### src/rtl/ilp_pkg.sv
// Shared types, codes and character constants for the integer literal parser.
package ilp_pkg;

   // Width of the accumulated value; results are sign-extended from its top bit
   localparam int VALUE_BITS = 64;
   localparam int OUT_BITS   = 64;

   // Characters with a meaning of their own
   localparam logic [7:0] CH_MINUS = 8'h2D;  // '-'
   localparam logic [7:0] CH_PLUS  = 8'h2B;  // '+'
   localparam logic [7:0] CH_ZERO  = 8'h30;  // '0'
   localparam logic [7:0] CH_NINE  = 8'h39;  // '9'
   localparam logic [7:0] CH_LO_X  = 8'h78;  // 'x'
   localparam logic [7:0] CH_LO_H  = 8'h68;  // 'h'
   localparam logic [7:0] CH_LO_D  = 8'h64;  // 'd'
   localparam logic [7:0] CH_LO_O  = 8'h6F;  // 'o'
   localparam logic [7:0] CH_LO_B  = 8'h62;  // 'b'
   localparam logic [7:0] CH_LO_A  = 8'h61;  // 'a'
   localparam logic [7:0] CH_LO_F  = 8'h66;  // 'f'
   localparam logic [7:0] CH_UP_A  = 8'h41;  // 'A'
   localparam logic [7:0] CH_UP_F  = 8'h46;  // 'F'

   typedef enum logic [2:0] {
      PH_FIRST  = 3'd0,
      PH_SIGNED = 3'd1,
      PH_ZERO   = 3'd2,
      PH_DIGITS = 3'd3,
      PH_FROZEN = 3'd4
   } phase_type;

   typedef enum logic [1:0] {
      RX_DEC = 2'd0,
      RX_HEX = 2'd1,
      RX_OCT = 2'd2,
      RX_BIN = 2'd3
   } radix_type;

   localparam logic [1:0] ST_VALID     = 2'd0;
   localparam logic [1:0] ST_INVALID   = 2'd1;
   localparam logic [1:0] ST_SIGN_ONLY = 2'd2;

   typedef struct packed {
      logic [7:0] character;
      logic       last_char;
   } req_type;

   typedef struct packed {
      logic signed [OUT_BITS-1:0] parsed_value;
      logic [1:0]                 status;
   } rsp_type;

   typedef struct packed {
      phase_type              phase;
      logic                   negative;
      radix_type              radix;
      logic [VALUE_BITS-1:0]  acc;
   } state_type;

   localparam state_type STATE_RESET = '{
      phase:    PH_FIRST,
      negative: 1'b0,
      radix:    RX_DEC,
      acc:      '0
   };

endpackage

### src/rtl/ilp_digit.sv
// Digit decoder: value of one character and whether it is a digit of the radix.
module ilp_digit import ilp_pkg::*; (
   input  logic [7:0] character,
   input  radix_type  radix,
   output logic [3:0] digit,
   output logic       digit_ok
);

   logic is_num;
   logic is_lo;
   logic is_up;

   // Classify the character
   always_comb begin
      is_num = (character >= CH_ZERO) && (character <= CH_NINE);
      is_lo  = (character >= CH_LO_A) && (character <= CH_LO_F);
      is_up  = (character >= CH_UP_A) && (character <= CH_UP_F);
   end

   // Map to a digit value; letters count from ten
   always_comb begin
      priority if (is_num) begin
         digit = 4'(character - CH_ZERO);
      end else if (is_lo) begin
         digit = 4'(character - CH_LO_A + 8'd10);
      end else if (is_up) begin
         digit = 4'(character - CH_UP_A + 8'd10);
      end else begin
         digit = 4'd0;
      end
   end

   // Check the digit against the radix
   always_comb begin
      unique case (radix)
         RX_HEX: digit_ok = is_num || is_lo || is_up;
         RX_OCT: digit_ok = is_num && (digit < 4'd8);
         RX_BIN: digit_ok = is_num && (digit < 4'd2);
         default: digit_ok = is_num;
      endcase
   end

endmodule

### src/rtl/ilp_step.sv
// One parse step: next parser state and the result for one character.
module ilp_step import ilp_pkg::*; (
   input  state_type state_cur,
   input  req_type   word,
   output state_type state_nxt,
   output rsp_type   result
);

   logic [3:0]            digit;
   logic                  digit_ok;
   logic [VALUE_BITS-1:0] acc_scaled;
   logic [VALUE_BITS-1:0] acc_digit;
   logic [VALUE_BITS-1:0] mag;
   logic signed [VALUE_BITS-1:0] value;
   logic                  sign_only;

   ilp_digit u_digit (
      .character (word.character),
      .radix     (state_cur.radix),
      .digit     (digit),
      .digit_ok  (digit_ok)
   );

   // Scale the accumulator by the radix with shifts, then add the digit
   always_comb begin
      unique case (state_cur.radix)
         RX_HEX: acc_scaled = {state_cur.acc[VALUE_BITS-5:0], 4'b0000};
         RX_OCT: acc_scaled = {state_cur.acc[VALUE_BITS-4:0], 3'b000};
         RX_BIN: acc_scaled = {state_cur.acc[VALUE_BITS-2:0], 1'b0};
         default: acc_scaled = {state_cur.acc[VALUE_BITS-4:0], 3'b000}
                             + {state_cur.acc[VALUE_BITS-2:0], 1'b0};
      endcase
      acc_digit = acc_scaled + VALUE_BITS'(digit);
   end

   // Advance the phase for this character
   always_comb begin
      state_nxt = state_cur;
      sign_only = 1'b0;
      unique case (state_cur.phase)
         PH_FIRST: begin
            priority if (word.character == CH_MINUS || word.character == CH_PLUS) begin
               state_nxt.negative = (word.character == CH_MINUS);
               state_nxt.phase    = PH_SIGNED;
               sign_only          = 1'b1;
            end else if (word.character == CH_ZERO) begin
               state_nxt.phase = PH_ZERO;
            end else if (digit_ok) begin
               state_nxt.acc   = acc_digit;
               state_nxt.phase = PH_DIGITS;
            end else begin
               state_nxt.phase = PH_FROZEN;
            end
         end
         PH_SIGNED: begin
            priority if (word.character == CH_ZERO) begin
               state_nxt.phase = PH_ZERO;
            end else if (digit_ok) begin
               state_nxt.acc   = acc_digit;
               state_nxt.phase = PH_DIGITS;
            end else begin
               state_nxt.phase = PH_FROZEN;
            end
         end
         PH_ZERO: begin
            priority if (word.character == CH_LO_X || word.character == CH_LO_H) begin
               state_nxt.radix = RX_HEX;
               state_nxt.phase = PH_DIGITS;
            end else if (word.character == CH_LO_D) begin
               state_nxt.radix = RX_DEC;
               state_nxt.phase = PH_DIGITS;
            end else if (word.character == CH_LO_O) begin
               state_nxt.radix = RX_OCT;
               state_nxt.phase = PH_DIGITS;
            end else if (word.character == CH_LO_B) begin
               state_nxt.radix = RX_BIN;
               state_nxt.phase = PH_DIGITS;
            end else if (digit_ok) begin
               state_nxt.acc   = acc_digit;
               state_nxt.phase = PH_DIGITS;
            end else begin
               state_nxt.phase = PH_FROZEN;
            end
         end
         PH_DIGITS: begin
            if (digit_ok) begin
               state_nxt.acc = acc_digit;
            end else begin
               state_nxt.phase = PH_FROZEN;
            end
         end
         default: begin
            state_nxt.phase = PH_FROZEN;
         end
      endcase
   end

   // Form the signed result from the updated state
   always_comb begin
      mag   = state_nxt.negative ? (VALUE_BITS'(0) - state_nxt.acc) : state_nxt.acc;
      value = mag;
      if (sign_only) begin
         result.parsed_value = '0;
         result.status       = ST_SIGN_ONLY;
      end else begin
         result.parsed_value = OUT_BITS'(value);
         result.status       = (state_nxt.phase == PH_FROZEN) ? ST_INVALID : ST_VALID;
      end
   end

endmodule

### src/rtl/integer_literal_parser.sv
// Top level of the integer literal parser: input register, parse step, result register.
//
// Feed one character of the literal per word, with last_char set on the final one;
// each literal yields exactly one result word, issued with its last character.
// A word is taken every cycle unless a last character is stalled: the input register
// feeds a combinational parse step (shift-and-add by the radix, 64-bit adds) that updates
// the parser state and, on the last character, loads the result register, which then
// raises rsp_valid. Only a last character waiting on a full, stalled result register
// holds the input side; characters that are not last never stall the step.
module integer_literal_parser import ilp_pkg::*; (
   input  logic    clock,
   input  logic    reset,
   input  logic    req_valid,
   output logic    req_ready,
   input  req_type req_word,
   output logic    rsp_valid,
   input  logic    rsp_ready,
   output rsp_type rsp_word
);

   logic      in_valid_ff;
   logic      in_valid_in;
   req_type   in_word_ff;
   state_type state_ff;
   state_type state_in;
   state_type state_nxt;
   rsp_type   step_rsp;
   logic      rsp_valid_ff;
   logic      rsp_valid_in;
   rsp_type   rsp_word_ff;
   logic      step_go;
   logic      out_free;

   ilp_step u_step (
      .state_cur (state_ff),
      .word      (in_word_ff),
      .state_nxt (state_nxt),
      .result    (step_rsp)
   );

   // Advance the held word unless it is a last character blocked at the output
   always_comb begin
      out_free     = !rsp_valid_ff || rsp_ready;
      step_go      = in_valid_ff && (!in_word_ff.last_char || out_free);
      req_ready    = !in_valid_ff || step_go;
      in_valid_in  = req_valid ? 1'b1 : (in_valid_ff && !step_go);
      rsp_valid_in = (step_go && in_word_ff.last_char) ? 1'b1
                   : (rsp_valid_ff && !rsp_ready);
      state_in     = state_ff;
      if (step_go) begin
         state_in = in_word_ff.last_char ? STATE_RESET : state_nxt;
      end
   end

   // Hold control state
   always_ff @(posedge clock) begin
      if (reset) begin
         in_valid_ff  <= 1'b0;
         rsp_valid_ff <= 1'b0;
         state_ff     <= STATE_RESET;
      end else begin
         in_valid_ff  <= in_valid_in;
         rsp_valid_ff <= rsp_valid_in;
         state_ff     <= state_in;
      end
   end

   // Load payload registers
   always_ff @(posedge clock) begin
      if (req_valid && req_ready) begin
         in_word_ff <= req_word;
      end
      if (step_go && in_word_ff.last_char) begin
         rsp_word_ff <= step_rsp;
      end
   end

   assign rsp_valid = rsp_valid_ff;
   assign rsp_word  = rsp_word_ff;

`ifndef SYNTHESIS
   // A finished literal leaves the parser ready for a new one
   a_restart: assert property (@(posedge clock) disable iff (reset)
      step_go && in_word_ff.last_char |=> state_ff.phase == PH_FIRST && !state_ff.negative)
      else $error("parser state not cleared after last character");

   // The input side waits only on a last character behind a stalled result
   a_stall_cause: assert property (@(posedge clock) disable iff (reset)
      in_valid_ff && !step_go |-> in_word_ff.last_char && rsp_valid_ff && !rsp_ready)
      else $error("input stalled without cause");

   // A sign alone always reports zero
   a_sign_zero: assert property (@(posedge clock) disable iff (reset)
      rsp_valid_ff && rsp_word_ff.status == ST_SIGN_ONLY |-> rsp_word_ff.parsed_value == '0)
      else $error("sign-only result carries a value");
`endif

endmodule
### config.mk
export PLATFORM = sky130hd
export DESIGN_NAME = integer_literal_parser
export DESIGN_NICKNAME = d
export VERILOG_FILES = /design/src/rtl/ilp_pkg.sv /design/src/rtl/ilp_digit.sv /design/src/rtl/ilp_step.sv /design/src/rtl/integer_literal_parser.sv
export SDC_FILE = /design/constraint.sdc
export NUM_CORES = 1
export LEC_CHECK = 0
export BUFFER_PORTS_ARGS = -buffer_cell sky130_fd_sc_hd__buf_2
export CAP_MARGIN = 20
export CORE_MARGIN = 4
export CORE_UTILIZATION = 33
export CTS_CLUSTER_DIAMETER = 120
export DETAILED_ROUTE_END_ITERATION = 8
export REMOVE_ABC_BUFFERS = 1
export SLEW_MARGIN = 20
export SYNTH_ARGS = -nofsm -noshare
export SYNTH_HDL_FRONTEND = slang
export SYNTH_SLANG_ARGS = --single-unit
export TNS_END_PERCENT = 10
### constraint.sdc
create_clock -name clock -period 14.9 [get_ports clock]
set_input_delay 2.235 -clock clock [delete_from_list [all_inputs] [get_ports clock]]
set_output_delay 2.235 -clock clock [all_outputs]
set_load 0.05 [all_outputs]
# Yosys cells after proc, flatten, opt, wreduce, memory -nomap -nowiden
# Cells that the tools add are included.
[totals] regBits=147 latchBits=0 mem_bits_rw=0 mem_bits_ro=0 input_bits=13 out_inout_bits=68 elab_cells=103 memories=0
[classes] add_sub_neg=8 n_mul=0 div=0 magnitude_cmp=8 eq_ne=15 shifts=0 mux=36 n_bitwise=0 n_reduce_logical=26
[ops] cell="two-way mux 64 bit" n=8
[ops] cell="one-hot mux 64 bit (4 select lines)" n=1
[ops] cell="one-hot mux 64 bit (3 select lines)" n=1
[ops] cell="two-way mux 70 bit" n=1
[ops] cell="adder 64 x 4 -> 64 bit" n=1
[ops] cell="adder 64 bit" n=1
[ops] cell="subtractor 1 x 64 -> 64 bit, first input constant" n=1
[ops] cell="== test 8 x 7 -> 1 bit, second input constant" n=5
[ops] cell="== test 8 x 6 -> 1 bit, second input constant" n=3
[ops] cell="two-way mux 3 bit" n=8
[ops] cell="greater-or-equal comparator 8 x 7 -> 1 bit, second input constant" n=2
[ops] cell="<= comparator 8 x 7 -> 1 bit, second input constant" n=2
[ops] cell="two-way mux 4 bit" n=3
[ops] cell="one-hot mux 3 bit (4 select lines)" n=1
[ops] cell="subtractor 4 x 1 -> 4 bit, second input constant" n=3
[ops] cell="logical AND 1 bit" n=10
[ops] cell="two-way mux 2 bit" n=5
[ops] cell="adder 4 bit, second input constant" n=2
[ops] cell="greater-or-equal comparator 8 x 6 -> 1 bit, second input constant" n=1
[ops] cell="<= comparator 8 x 6 -> 1 bit, second input constant" n=1
[ops] cell="logical OR 1 bit" n=7
[ops] cell="two-way mux 1 bit" n=7
[ops] cell="== test 3 x 2 -> 1 bit, second input constant" n=2
[ops] cell="zero test 1 bit" n=5
[ops] cell="11 further kinds" n=12

# Longest topological paths before layout
[depth] depth_word=16 ltp_mapped=31 depth_no_buf=24

# Cells and area by module
# A second synthesis with hierarchy kept.
[unflattened] hier_cells=2114 hier_area_um2=16478.3
[by_module_without_submodules] mod="ilp_step" n_inst=1 cells_each=1842 area_per_inst_um2=11614.9 seq_area_each_um2=0.0
[by_module_without_submodules] mod="integer_literal_parser" n_inst=1 cells_each=243 area_per_inst_um2=4629.4 seq_area_each_um2=3693.5
[by_module_without_submodules] mod="ilp_digit" n_inst=1 cells_each=29 area_per_inst_um2=234.0 seq_area_each_um2=0.0

# Worst setup path after synthesis
# OpenSTA, ideal clock, no wires.
[synth_path] path_kind="flip-flop to flip-flop" start="reg in_word_ff[1] in the netlist's numbering" end="reg rsp_word_ff (netlist bit rsp_word[64]), data pin" setup_time_ps=266 t_arrival_ps=7534 required_ps=14634 setup_slack_ps=7100 path_stages_with_launch=30 n_path_buf=8 period_less_slack_ps=7800 path_cell_list="edfxtp_1 -> inv_1 -> ha_1 -> or3b_2 -> a211o_1 -> a211o_1 -> nand3_1 -> or3_1 -> clkbuf_1 -> clkbuf_1 -> clkbuf_1 -> buf_2 -> buf_1 -> clkbuf_1 -> clkbuf_1 -> clkbuf_1 -> nand2_1 -> o21ai_0 -> ha_1 -> nor4b_1 -> and2_1 -> a31oi_1 -> or4_1 -> or4_1 -> or3_1 -> or4_1 -> or4_1 -> o41ai_1 -> xor2_1 -> nor2_1"
[synth_via] elab_chain_cells=16 word_cells_on_any_way=49 classes_between="7 x add/sub; 8 x order compare; 8 x eq/ne; 17 x mux; 9 x reduce/logical"
[synth_lines] item="start, declared" line="integer_literal_parser.sv:23" rtl="req_type in_word_ff;"
[synth_lines] item="start signal, assigned" line="integer_literal_parser.sv:71" rtl="in_word_ff <= req_word;"
[synth_lines] item="branches (longest 16 deep; another with adder 64 x 4 -> 64 bit)"
[synth_lines] item="end signal, assigned" line="integer_literal_parser.sv:74" rtl="rsp_word_ff <= step_rsp;"
[synth_lines] item="end, declared" line="integer_literal_parser.sv:30" rtl="rsp_type rsp_word_ff;"
# Parallel ways; which one is timed is not known.
# A chain may end at the register's enable or synchronous reset.

# Final worst setup path
[layout_path] start="reg state_ff[64] in the netlist's numbering" end="reg rsp_word_ff (netlist bit rsp_word[61]), data pin"
[layout_via] elab_chain_cells=11 word_cells_on_any_way=16 classes_between="2 x add/sub; 3 x eq/ne; 11 x mux"
[layout_lines] item="start, declared" line="integer_literal_parser.sv:24" rtl="state_type state_ff;"
[layout_lines] item="start signal, assigned" line="integer_literal_parser.sv:64" rtl="state_ff <= state_in;"
[layout_lines] item="== test 2 bit or == test 2 x 1 -> 1 bit (tied branches)" line="ilp_digit.sv:35, ilp_step.sv:26"
[layout_lines] item="one-hot mux 64 bit (3 select lines)" line="ilp_step.sv:26" rtl="unique case (state_cur.radix)"
[layout_lines] item="adder 64 x 4 -> 64 bit" line="ilp_step.sv:33" rtl="acc_digit = acc_scaled + VALUE_BITS'(digit);"
[layout_lines] item="two-way mux 64 bit *"
[layout_lines] item="two-way mux 64 bit" line="ilp_step.sv:75" rtl="end else if (word.character == CH_LO_B) begin"
[layout_lines] item="two-way mux 64 bit" line="ilp_step.sv:72" rtl="end else if (word.character == CH_LO_O) begin"
[layout_lines] item="two-way mux 64 bit" line="ilp_step.sv:69" rtl="end else if (word.character == CH_LO_D) begin"
[layout_lines] item="two-way mux 64 bit" line="ilp_step.sv:66" rtl="priority if (word.character == CH_LO_X || word.character == CH_LO_H) begin"
[layout_lines] item="one-hot mux 64 bit (4 select lines) *" line="ilp_step.sv:40" rtl="unique case (state_cur.phase)"
[layout_lines] item="subtractor 1 x 64 -> 64 bit" line="ilp_step.sv:100" rtl="mag = state_nxt.negative ? (VALUE_BITS'(0) - state_nxt.acc) : state_nxt.acc;"
[layout_lines] item="two-way mux 64 bit *" line="ilp_step.sv:100"
# Every way passes the cells marked *; elsewhere a longest branch is shown, timed or not.

==> impl_metrics.env <==
export IMPL_power_total_uw=925.0
export IMPL_number_of_vias_after_detailed_routing=17410
export IMPL_timing_fmax_mhz=128.6
export IMPL_initial_utilization=0.3345
export IMPL_timing_critical_path_slowest_stage_cell="dfxtp_4"
export IMPL_number_of_buffers_inserted_by_port_buffering=80
export IMPL_place_worst_setup_slack_ns=7.243
export IMPL_synth_compound_area_share=0.2811
export IMPL_worst_margin_pin_slew_ns=1.110
export IMPL_postLayoutSetupSlackWorst_ns=7.127
export IMPL_rrSetupSlack_ns=7.13
export IMPL_cts_buffers_inserted=17
export IMPL_async_flop_share=0
export IMPL_die_span_x_microns=230.8
export IMPL_htreeDepth=4
export IMPL_post_synth_and_or_nand_nor_area_fraction=0.2783
export IMPL_wire_length_reported_by_the_detailed_router_microns=59160
export IMPL_antenna_found_initial=0
export IMPL_critical_path_arrival_ns=7.93
export IMPL_clock_sink_count=147
export IMPL_critical_path_depth=21
export IMPL_outcome="completed"
export IMPL_area_delta_synth_final_pct=8.321
export IMPL_skew_ns=0.01285
export IMPL_synth_area_leaders="edfxtp_1, dfxtp_1, nor2_1, ha_1, nand2_1"
export IMPL_finalWeightedCongestion=0.9392
export IMPL_synth_edf_count=75
export IMPL_most_used_dff_post_synth="edfxtp_1"
export IMPL_synth_lib_cells_used_distinct=104
export IMPL_cp_max_fo=44
export IMPL_grt_max_degree=73
export IMPL_cts_max_path_buffers=2
export IMPL_cts_tree="built"
export IMPL_die_h_microns=230.8
export IMPL_rsz0062_at_grt="no"
export IMPL_timing_hold_worst_path_depth=2
export IMPL_postSynthAreaPerCell_sq_um=7.501
export IMPL_power_density_nw_per_um2=52.15
export IMPL_regToRegStartpoint="state_ff[64]"
export IMPL_synth_common_cells="nor2_1, nand2_1, o21ai_0"
export IMPL_groute_usage_overall=0.2134
export IMPL_path_common_cell="or4_1"
export IMPL_dominant_combinational_cell_family_by_area_after_synthesis="compound AO/OA/AOI/OAI gates"
export IMPL_whs_ns=0.5066
export IMPL_static_leakage_power_uw=0.006325
export IMPL_yosysSeqAreaShare=0.2256
export IMPL_max_capacitance_violation_total=0
export IMPL_finalSetupTns_ns=0
export IMPL_multi_input_area_sq_um=12010
export IMPL_r2r_cells=21
export IMPL_whs_endpoint="state_ff[67]"
export IMPL_detail_route_iter0_violations=1946
export IMPL_clk_pin_slew_worst_setup_hold_paths_ns=0.06
export IMPL_worst_ep_required_time_ns=15.06
export IMPL_slew_headroom=0.2550
export IMPL_worst_path_largest_cell_delay_ns=0.71
export IMPL_synth_top_cell_area_share=0.1375
export IMPL_antenna_cells=0
export IMPL_register_area_sq_um=3701
export IMPL_total_number_of_placement_rows=81
export IMPL_floorplan_die_area_sq_um=53250
export IMPL_ios=81
export IMPL_remaining_global_route_overflow=0
export IMPL_dpl_hpwl_microns=45610
export IMPL_layout_core_utilization=0.3624
export IMPL_antenna_violating_nets_post_route=0
export IMPL_drc_errors=0
export IMPL_synthMostInstantiatedCell="nor2_1"
export IMPL_cts_root_buffer="clkbuf_16"
export IMPL_yosys_mux_area_fraction=0.05547
export IMPL_routedWlPerCell_microns=20.85
export IMPL_synth_ff_latch_count=147
export IMPL_nFillCells=5147
export IMPL_clk_latency_ns=0.44
export IMPL_period_share=0.5217
export IMPL_critPathLaunchType="register"
export IMPL_vias_per_cell=6.137
export IMPL_synth_adder_area_share=0.05517
export IMPL_critical_path_buf_inv_count=2
export IMPL_peak_vdd_ir_uv=83.52
export IMPL_worst_r2r_endpoint="rsp_word[61]"
export IMPL_design_final_nets=2244
export IMPL_synth_cells=2183
export IMPL_synthesis_area_sq_um=16380
export IMPL_final_period_minus_worst_setup_slack_ns=7.773
export IMPL_path_cells="clkinv_1 -> nand2_1 -> and3_1 -> ha_1 -> inv_1 -> fa_1 -> nor2b_1 -> o21ai_1 -> nor2b_1 -> nand4_1 -> nand2b_1 -> or3_1 -> nor4_2 -> and4_1 -> o31ai_1 -> or4_1 -> or4_1 -> or4_1 -> o41ai_1 -> xor2_1 -> nor2_1"
export IMPL_number_of_global_route_vias_before_repair=15730
export IMPL_drt_pass1_iter_count=6
export IMPL_post_cts_buffers=0
export IMPL_yosys_warnings=0
export IMPL_drive_above_1_share=0.09848
export IMPL_cts_repair_resized=0
export IMPL_setup_viol=0
export IMPL_global_route_wire_length_before_repair_microns=92000
export IMPL_crit_type="reg -> reg"
export IMPL_synth_xor_area_frac=0.06044
export IMPL_timing_hold_violations_final=0
export IMPL_timing_hold_worst_start="state_ff[67]"
export IMPL_endpoint_kind="register"
export IMPL_design_core_area_sq_um=48950
export IMPL_slew_viol_final=0
export IMPL_post_synth_top_area_cell="edfxtp_1"
export IMPL_holdCritPathClass="reg -> reg"
export IMPL_timing_critical_path_max_delay_family="simple AND/OR/NAND/NOR gates"
export IMPL_hold_fix_buffers_cts=0
==> logic make-up (layout without fill, tap and decap cells) <==
family / after synthesis / after routing
simple gates: 917 / 917
compound gates: 688 / 688
buf+inv: 165 / 155
flops: 147 / 147
xor+xnor: 113 / 113
mux: 82 / 82
fa+ha+maj: 71 / 71
==> area by class of cell <==
type	instances	share of cell area
clock buffer	18	0.02419
clock inverter	14	0.007900
inverter	25	0.005290
multi-input combinational	1871	0.6769
sequential	147	0.2086
tap	664	0.04684
timing repair buffer	98	0.03019
==> cell usage in the layout (no fill, tap or decap), types with 9 or more instances in the layout <==
cell type / netlist / final
nand3_1: 57 / 57
nor3_1: 67 / 66
o21ai_0: 142 / 142
or4_1: 22 / 22
or3_1: 39 / 38
mux2i_1: 57 / 57
inv_1: 24 / 24
clkbuf_16: 0 / 17
edfxtp_1: 75 / 75
o21a_1: 24 / 24
a22o_1: 9 / 9
a22oi_1: 68 / 68
nand2b_1: 14 / 14
a21oi_1: 140 / 140
and3_1: 25 / 25
xnor2_1: 45 / 45
and2_1: 20 / 20
or2_2: 13 / 14
nor4_1: 32 / 32
o31ai_1: 28 / 28
nor2b_1: 12 / 12
nor2_1: 282 / 278
buf_4: 6 / 18
o21ai_1: 23 / 23
ha_1: 69 / 69
nand4_1: 59 / 59
a31oi_1: 34 / 33
a211oi_1: 24 / 24
o221ai_1: 9 / 9
mux2_2: 20 / 20
a21o_1: 32 / 32
o31a_1: 11 / 11
nand2_1: 212 / 211
and4_1: 11 / 11
buf_2: 37 / 80
o41ai_1: 9 / 9
xor2_1: 68 / 68
dfxtp_1: 72 / 70
o211ai_1: 34 / 34
==> worst max path at each step <==
stage                             from           end  slack [ns]
final                     state_ff[64]  rsp_word[61]        7.13
after global routing      state_ff[64]  rsp_word[61]        6.60
after CTS                 state_ff[64]  rsp_word[61]        7.20
after detailed placement  state_ff[64]  rsp_word[61]        7.24
after global placement    state_ff[64]  rsp_word[61]        7.42
after floorplan           state_ff[64]  rsp_word[64]        4.53
==> worst reg2reg max path, cell delays in order, from the launching register on <==
cell	delay [ns]
dfxtp_4	0.71
clkinv_1	0.72
nand2_1	0.34
and3_1	0.19
ha_1	0.18
inv_1	0.06
fa_1	0.43
nor2b_1	0.14
o21ai_1	0.10
nor2b_1	0.32
nand4_1	0.18
nand2b_1	0.24
or3_1	0.42
nor4_2	0.52
and4_1	0.28
o31ai_1	0.13
or4_1	0.66
or4_1	0.56
or4_1	0.60
o41ai_1	0.47
xor2_1	0.18
nor2_1	0.05
==> routing by layer <==
metal,vias to the layer above,track usage,part of all wire
li1,8263,-,-
met1,8348,0.3230,0.48
met2,734,0.3258,0.43
met3,67,0.02085,0.074
met4,0,0.05055,0.019
met5,-,0,0
==> per-stage QoR <==
step	instances	instance area, sq um
global route	2837	17740
CTS	2836	17720
global placement	2804	17160
finish	2837	17740
floorplan	2043	15750
detailed placement	2804	17160
==> power by group <==
part	total (uW)	switching, uW	leakage (uW)	internal (uW)
combinational	69.4	53.0	0.00476	16.4
sequential	434	4.45	0.00130	429
clock	422	177	0.000271	245
==> registers in the layout, summed over array words and instances, names as in the netlist <==
name and flops:
rsp_word 66, in_valid_ff 1, rsp_valid 1, state_ff 70, in_word_ff 9
Power figures use the tool's default switching activity.
